File: src/hw/rtl/hbss_pkg.sv
// ----------------------------------------------------------------------------
// hbss_pkg
// Shared types and constants of the exposure bracket sequencer.
// ----------------------------------------------------------------------------
`timescale 1ns / 1ps
`default_nettype none

package hbss_pkg;

  // field widths
  localparam int unsigned TimeW   = 32;
  localparam int unsigned CenterW = 12;
  localparam int unsigned EvW     = 5;
  localparam int unsigned GapW    = 20;
  localparam int unsigned CfgW    = 20;
  localparam int unsigned CfgIdxW = 2;
  localparam int unsigned ShotW   = 2;
  localparam int unsigned ThrW    = GapW + 1;
  // longest exposure is 1000 * 4095 * 31 ms, fits 27 bits
  localparam int unsigned ExpW    = 27;
  localparam int unsigned NumShots = 3;

  // configuration register indexes
  localparam logic [CfgIdxW-1:0] RegCenter    = 2'd0;
  localparam logic [CfgIdxW-1:0] RegEv        = 2'd1;
  localparam logic [CfgIdxW-1:0] RegGap       = 2'd2;
  localparam logic [CfgIdxW-1:0] RegFocusLead = 2'd3;

  // register reset values
  localparam logic [CenterW-1:0] CenterReset    = 12'd1;
  localparam logic [EvW-1:0]     EvReset        = 5'd1;
  localparam logic [GapW-1:0]    GapReset       = 20'd1000;
  localparam logic [GapW-1:0]    FocusLeadReset = 20'd500;

  // input command codes
  localparam logic CmdPoll    = 1'b0;
  localparam logic CmdRestart = 1'b1;

  // shot count once the bracket is complete
  localparam logic [ShotW-1:0] ShotsAll = ShotW'(NumShots);

  // timing limits derived from configuration
  typedef struct packed {
    logic [GapW-1:0] gap;
    logic [ThrW-1:0] trig_thr;
    logic [ExpW-1:0] exp_short;
    logic [ExpW-1:0] exp_mid;
    logic [ExpW-1:0] exp_long;
  } hbss_limits_t;

  // one result item
  typedef struct packed {
    logic             done;
    logic [ShotW-1:0] shots;
    logic             focus;
    logic             release_p;
    logic             trigger;
  } hbss_result_t;

endpackage

`default_nettype wire

File: src/hw/rtl/hbss_limits.sv
// ----------------------------------------------------------------------------
// hbss_limits
// Configuration registers and registered exposure lengths and thresholds.
// ----------------------------------------------------------------------------
`timescale 1ns / 1ps
`default_nettype none

module hbss_limits
  import hbss_pkg::*;
(
  input  wire logic               clk,
  input  wire logic               rst,
  input  wire logic               wr_en,
  input  wire logic [CfgIdxW-1:0] wr_index,
  input  wire logic [CfgW-1:0]    wr_data,
  output hbss_limits_t            limits
);

  logic [CenterW-1:0] center;
  logic [EvW-1:0]     ev;
  logic [GapW-1:0]    gap;
  logic [GapW-1:0]    focus_lead;

  logic signed [CenterW:0]   c_s;
  logic signed [EvW:0]       f_short;
  logic signed [EvW:0]       f_long;
  logic signed [CenterW+EvW+1:0] p_short;
  logic signed [CenterW+EvW+1:0] p_long;
  logic signed [ExpW:0]      len_short;
  logic signed [ExpW:0]      len_long;
  logic [ExpW-1:0]           len_mid;

  // register writes
  always_ff @(posedge clk) begin
    if (rst) begin
      center     <= CenterReset;
      ev         <= EvReset;
      gap        <= GapReset;
      focus_lead <= FocusLeadReset;
    end else if (wr_en) begin
      unique case (wr_index)
        RegCenter:    center     <= wr_data[CenterW-1:0];
        RegEv:        ev         <= wr_data[EvW-1:0];
        RegGap:       gap        <= wr_data[GapW-1:0];
        RegFocusLead: focus_lead <= wr_data[GapW-1:0];
        default: ;
      endcase
    end
  end

  // short = 500*c*(2-ev), long = 1000*c*(1+2*ev)
  always_comb begin
    c_s       = $signed({1'b0, center});
    f_short   = $signed(6'sd2) - $signed({ev[EvW-1], ev});
    f_long    = $signed({ev, 1'b1});
    p_short   = c_s * f_short;
    p_long    = c_s * f_long;
    len_short = $signed({{(ExpW+1-(CenterW+EvW+2)){p_short[CenterW+EvW+1]}}, p_short})
                * $signed(28'sd500);
    len_long  = $signed({{(ExpW+1-(CenterW+EvW+2)){p_long[CenterW+EvW+1]}}, p_long})
                * $signed(28'sd1000);
    len_mid   = ExpW'({15'd0, center} * 27'd1000);
  end

  // registered limits, negative lengths clamp to zero
  always_ff @(posedge clk) begin
    limits.gap       <= gap;
    limits.trig_thr  <= {1'b0, gap} + {1'b0, focus_lead};
    limits.exp_short <= len_short[ExpW] ? '0 : len_short[ExpW-1:0];
    limits.exp_mid   <= len_mid;
    limits.exp_long  <= len_long[ExpW] ? '0 : len_long[ExpW-1:0];
  end

endmodule

`default_nettype wire

File: src/hw/rtl/hbss_core.sv
// ----------------------------------------------------------------------------
// hbss_core
// Bracket state and the per-poll focus, trigger and release decision.
// ----------------------------------------------------------------------------
`timescale 1ns / 1ps
`default_nettype none

module hbss_core
  import hbss_pkg::*;
(
  input  wire logic             clk,
  input  wire logic             rst,
  input  wire logic             advance,
  input  wire logic             cmd,
  input  wire logic [TimeW-1:0] now,
  input  hbss_limits_t          limits,
  output hbss_result_t          result
);

  logic [TimeW-1:0] last_release_time;
  logic [TimeW-1:0] open_time;
  logic             shutter_open;
  logic [ShotW-1:0] shot_count;
  logic             first_poll;

  logic [TimeW-1:0] last_release_time_next;
  logic [TimeW-1:0] open_time_next;
  logic             shutter_open_next;
  logic [ShotW-1:0] shot_count_next;
  logic             first_poll_next;

  logic [TimeW-1:0] ref_time;
  logic [TimeW-1:0] since_rel;
  logic [TimeW-1:0] since_open;
  logic [ExpW-1:0]  exp_now;

  // exposure length for the current shot
  always_comb begin
    case (shot_count)
      2'd0:    exp_now = limits.exp_short;
      2'd1:    exp_now = limits.exp_mid;
      default: exp_now = limits.exp_long;
    endcase
  end

  // decision and next state
  always_comb begin
    last_release_time_next = last_release_time;
    open_time_next         = open_time;
    shutter_open_next      = shutter_open;
    shot_count_next        = shot_count;
    first_poll_next        = first_poll;
    result                 = '0;
    ref_time   = first_poll ? now : last_release_time;
    since_rel  = now - ref_time;
    since_open = now - open_time;

    if (cmd == CmdRestart) begin
      shot_count_next = '0;
      first_poll_next = 1'b1;
    end else if (shot_count != ShotsAll) begin
      // first poll restarts the gap timer with a release
      result.release_p       = first_poll;
      first_poll_next        = 1'b0;
      last_release_time_next = ref_time;
      if ((since_rel > {{(TimeW-ThrW){1'b0}}, limits.trig_thr}) && !shutter_open) begin
        result.trigger    = 1'b1;
        shutter_open_next = 1'b1;
        open_time_next    = now;
      end else if (shutter_open) begin
        if (since_open >= {{(TimeW-ExpW){1'b0}}, exp_now}) begin
          result.release_p       = 1'b1;
          shot_count_next        = shot_count + 2'd1;
          shutter_open_next      = 1'b0;
          last_release_time_next = now;
        end
      end else if (since_rel > {{(TimeW-GapW){1'b0}}, limits.gap}) begin
        result.focus = 1'b1;
      end
    end

    result.shots = shot_count_next;
    result.done  = (shot_count_next == ShotsAll);
  end

  // state update once per transaction
  always_ff @(posedge clk) begin
    if (rst) begin
      last_release_time <= '0;
      open_time         <= '0;
      shutter_open      <= 1'b0;
      shot_count        <= '0;
      first_poll        <= 1'b1;
    end else if (advance) begin
      last_release_time <= last_release_time_next;
      open_time         <= open_time_next;
      shutter_open      <= shutter_open_next;
      shot_count        <= shot_count_next;
      first_poll        <= first_poll_next;
    end
  end

endmodule

`default_nettype wire

File: src/hw/rtl/hdr_bracket_shutter_sequencer.sv
// ----------------------------------------------------------------------------
// hdr_bracket_shutter_sequencer
// Three-shot exposure bracket sequencer with stream input and output.
// ----------------------------------------------------------------------------
// Usage:
//   Each input transaction on s_* is a poll (s_tuser = 0) with the current
//   millisecond time in s_tdata, or a restart (s_tuser = 1). Every input gives
//   exactly one output transaction on m_* with the focus, trigger and release
//   pulses for that poll plus the shot count and a bracket-complete flag.
//   Each input passes through an input register, then the decision logic
//   feeds the output register together with the bracket state. Throughput
//   is one transaction per cycle while the output is taken; the bracket
//   state loop (32-bit time difference and compare) is not pipelined.
//   Configuration is written on cfg_* while no transaction is in flight;
//   cfg_ready is always high and derived exposure lengths settle in the limits
//   register after the configuration register takes the write.
//   Reset restores the register defaults, clears shot count and shutter
//   state and arms the first-poll release. When m_tready is low the output
//   holds, one more input is absorbed if the input register is empty, then
//   s_tready drops until the output is taken.
// ----------------------------------------------------------------------------
`timescale 1ns / 1ps
`default_nettype none

module hdr_bracket_shutter_sequencer
  import hbss_pkg::*;
(
  input  wire logic               clk,
  input  wire logic               rst,
  // configuration write channel
  input  wire logic               cfg_valid,
  output logic                    cfg_ready,
  input  wire logic [CfgIdxW-1:0] cfg_index,
  input  wire logic [CfgW-1:0]    cfg_data,
  // input stream
  input  wire logic               s_tvalid,
  output logic                    s_tready,
  input  wire logic [TimeW-1:0]   s_tdata,   // [31:0] now_ms
  input  wire logic               s_tuser,   // [0] command
  // output stream
  output logic                    m_tvalid,
  input  wire logic               m_tready,
  output logic [7:0]              m_tdata    // [0] trigger_pulse, [1] release_pulse,
                                             // [2] focus_pulse, [4:3] shots_done,
                                             // [5] bracket_done, [7:6] zero
);

  hbss_limits_t     limits;
  hbss_result_t     result;
  hbss_result_t     out_result;
  logic             in_valid;
  logic             in_cmd;
  logic [TimeW-1:0] in_now;
  logic             out_free;
  logic             advance;

  assign cfg_ready = 1'b1;
  assign out_free  = !m_tvalid || m_tready;
  assign advance   = in_valid && out_free;
  assign s_tready  = !in_valid || out_free;

  hbss_limits u_limits (
    .clk      (clk),
    .rst      (rst),
    .wr_en    (cfg_valid && cfg_ready),
    .wr_index (cfg_index),
    .wr_data  (cfg_data),
    .limits   (limits)
  );

  hbss_core u_core (
    .clk     (clk),
    .rst     (rst),
    .advance (advance),
    .cmd     (in_cmd),
    .now     (in_now),
    .limits  (limits),
    .result  (result)
  );

  // input register
  always_ff @(posedge clk) begin
    if (rst) begin
      in_valid <= 1'b0;
    end else if (s_tready) begin
      in_valid <= s_tvalid;
    end
  end

  always_ff @(posedge clk) begin
    if (s_tready && s_tvalid) begin
      in_cmd <= s_tuser;
      in_now <= s_tdata;
    end
  end

  // output register
  always_ff @(posedge clk) begin
    if (rst) begin
      m_tvalid <= 1'b0;
    end else if (out_free) begin
      m_tvalid <= in_valid;
    end
  end

  always_ff @(posedge clk) begin
    if (advance) begin
      out_result <= result;
    end
  end

  assign m_tdata = {2'b00, out_result};

  // a trigger never shares a poll with a release or focus pulse
  a_trig_alone: assert property (@(posedge clk) disable iff (rst)
    m_tvalid |-> !(m_tdata[0] && (m_tdata[1] || m_tdata[2])))
    else $error("trigger coincides with release or focus");

  // bracket flag tracks a full shot count
  a_done_count: assert property (@(posedge clk) disable iff (rst)
    m_tvalid |-> (m_tdata[5] == (m_tdata[4:3] == ShotsAll)))
    else $error("bracket_done disagrees with shots_done");

  // a held input transaction stays until the output side frees up
  a_in_hold: assert property (@(posedge clk) disable iff (rst)
    (in_valid && !out_free) |=> (in_valid && $stable(in_now) && $stable(in_cmd)))
    else $error("input register lost a pending transaction");

endmodule

`default_nettype wire

File: config.mk
export PLATFORM = sky130hd
export DESIGN_NAME = hdr_bracket_shutter_sequencer
export DESIGN_NICKNAME = d
export VERILOG_FILES = /design/src/hw/rtl/hbss_pkg.sv /design/src/hw/rtl/hbss_limits.sv /design/src/hw/rtl/hbss_core.sv /design/src/hw/rtl/hdr_bracket_shutter_sequencer.sv
export SDC_FILE = /design/constraint.sdc
export NUM_CORES = 2
export LEC_CHECK = 0
export ABC_AREA = 1
export BUFFER_PORTS_ARGS = -buffer_cell sky130_fd_sc_hd__buf_2
export CELL_PAD_IN_SITES_DETAIL_PLACEMENT = 1
export CELL_PAD_IN_SITES_GLOBAL_PLACEMENT = 1
export CORE_UTILIZATION = 44
export DETAILED_ROUTE_END_ITERATION = 10
export PLACE_DENSITY = 0.78
export SLEW_MARGIN = 10
export SYNTH_ARGS = -nofsm -noshare
export SYNTH_HDL_FRONTEND = slang
export SYNTH_HIERARCHICAL = 1
export SYNTH_SLANG_ARGS = --single-unit
File: constraint.sdc
create_clock -name clk -period 7.6 [get_ports clk]
set_input_delay 0 -clock clk [delete_from_list [all_inputs] [get_ports clk]]
set_output_delay 0 -clock clk [all_outputs]
set_load 0.005 [all_outputs]
==> flow_summary.json <==
{
  "globalplace.congestion": 0.903,
  "drc_errors": 0,
  "hold_viol": 0,
  "max_slew_margin": 0.180,
  "synth.yosys.warnings": 6,
  "cts_made_buffers": 35,
  "start_kind": "flop",
  "dp_cells": 5099,
  "mostFrequentLayoutCells": "735 x nand2_1, 703 x inv_1, 371 x ha_1, 331 x buf_4, 299 x nor2_1",
  "wl_mm": 116,
  "violations": "negative setup slack",
  "synth_edf_count": 39,
  "crit_type": "reg -> reg",
  "cts_tree": "done",
  "stdcell_area_um2": 37000,
  "crit_path_frequent_cell": "fa_1",
  "die_x_um": 263,
  "grt_remaining_overflow": 0,
  "drtAntennaViolNets": 0,
  "status": "complete, but fails checks",
  "nets": 5101,
  "synth-seq-cells": 275,
  "cap_violations": 0,
  "cp-end-kind": "flop",
  "max_freq_mhz": 117,
  "start_util": 0.446,
  "htree_levels": 2,
  "yosys-top-cells-area": "ha_1 17%, fa_1 17%, dfxtp_1 16%, nand2_1 9.7%, inv_1 9.1%",
  "synth_top_area_cell": "ha_1",
  "clock_tree.root_cell": "clkbuf_16",
  "tightest_slew_ns": 1.22,
  "dp_hpwl_mm": 76.9,
  "synthCells": 3941,
  "finalCritPeriodShare": 1.13,
  "antenna_found_initial": 5,
  "yosys.cell_types.count": 63,
  "clock_skew_ns": 0.0412,
  "port_buffers": 67,
  "min_path_type": "in -> reg",
  "grt_setup_unrepaired": "yes",
  "detail_route.first_pass.iterations": 7,
  "grt_max_degree": 58,
  "finalNonFillerCells": 5276,
  "placed_area_um2": 33600,
  "slowest_stage": "fa_1",
  "clk_pin_slew_worst_paths_ns": 0.07,
  "ys.flop_type": "dfxtp_1",
  "coreArea_um2": 67400,
  "async_flop_share": 0,
  "num_io_pins": 71,
  "clkSinkCount": 275,
  "holdWs_ns": 0.142,
  "synth_area_um2": 30100,
  "die_h_um": 263,
  "crit_required_ns": 8.04,
  "seq_area_frac_synth": 0.196,
  "routed_via_density": 5.54,
  "area_growth_pct": 22.9,
  "grt_pass1_vias": 31800,
  "arrival_ns": 9.00,
  "num_vias": 29200,
  "clkLatencyLatePin_ns": 0.57,
  "dieArea_um2": 69400,
  "slew_viol_final": 0,
  "finalWorstPathRequiredPeriod_ns": 8.56,
  "wl_per_cell_um": 21.9,
  "drive_above_1_share": 0.177,
  "n_fill_cell": 8291,
  "critPathMaxStageDelay_ns": 0.65,
  "clock_path_buffers": 3,
  "grt_use_total": 0.304,
  "synth.avg_cell_area_um2": 7.63,
  "netlist.area_leader.share": 0.171,
  "final_common_cell": "nand2_1",
  "critPathMaxFanout": 9,
  "grt_pass1_wl_mm": 168,
  "num_rows": 95,
  "drt_iter0_drc": 1694,
  "fin_ws_ns": -0.960,
  "finalSetupViolCount": 49
}
==> cells by family after synthesis <==
family,share of synthesized area
simple gates,0.203
buf+inv,0.112
fa+ha+maj,0.341
compound gates,0.102
flops,0.196
xor+xnor,0.0454
other cells,0.000374
==> synthesized netlist by cell type (39+ instances only) <==
cell and number:
a21oi_1 273, clkbuf_1 61, dfxtp_1 236, edfxtp_1 39, fa_1 255, ha_1 412
inv_1 732, nand2_1 774, nand3_1 178, nand4_1 56, nor2_1 319, o21ai_0 146
xnor2_1 55, xor2_1 96
==> routing by layer <==
metal	part of all wire	global-route usage	vias up
li1	-	-	13400
met1	0.38	0.347	14400
met2	0.50	0.559	1017
met3	0.046	0.0332	506
met4	0.073	0.152	4
met5	0.00023	0	-
==> metrics by stage <==
stage | TNS, ns | setup WS, ns | util
floorplan | -0.00723 | -0.00383 | -
global placement | -10.34 | -0.302 | 0.499
detailed placement | -23.81 | -0.656 | 0.499
CTS | -11.35 | -0.407 | 0.540
global route | -46.32 | -1.14 | 0.548
finish | -39.29 | -0.960 | 0.549
==> area by class of cell <==
cell class                 instances  area [µm²]  share of cell area
multi-input combinational       2819       22100               0.597
sequential                       275        5920               0.160
inverter                         758        2860              0.0773
clock inverter                    17         203             0.00548
timing repair buffer             485        3830               0.104
tap                              873        1090              0.0295
clock buffer                      45         975              0.0264
antenna                            4        10.0            0.000271
==> final timing paths <==
| kind | start | endpoint | slack (ns) | depth (start not counted) |
|---|---|---|---|---|
| min reg2reg | u_limits/gap[2] | u_limits/limits[104] | 0.38 | 0 |
| max | u_limits/ev[0] | u_limits/limits[60] | -0.96 | 36 |
| min | s_tdata[20] | in_now[20] | 0.14 | 2 |
| max reg2reg | u_limits/ev[0] | u_limits/limits[60] | -0.96 | 36 |
==> state kept, by name, indices dropped and copies added (netlist names) <==
register and flops:
u_core/shutter_open 1, m_tvalid 1, u_core/open_time 32, u_limits/gap 20, u_limits/center 12, u_core/last_release_time 32
u_core/first_poll 1, in_now 32, in_valid 1, u_core/shot_count 2, u_limits/limits 109, u_limits/ev 5
in_cmd 1, u_limits/focus_lead 20, m_tdata 6
==> critical path: cells and delay by family, from the launching register on <==
kind                     cells  cell delay (ns)
adder cells (fa/ha/maj)     11             5.07
buffers and inverters       10             1.02
AND/OR/NAND/NOR             10             1.02
XOR/XNOR                     3             0.53
AO/OA/AOI/OAI                2             0.41
flip-flops                   1             0.38
==> timing repair <==
action	4_1_cts	5_1_grt
gates resized for setup	137	104
hold buffers	61	0
setup buffers	30	22
cloned	4	0
setup endpoints to repair	49	49
pin swaps	66	58
endpoints found under the hold margin	109	0
Power is not shown: default switching activity piles up to over one toggle a cycle in this logic, so the estimate is an artifact.
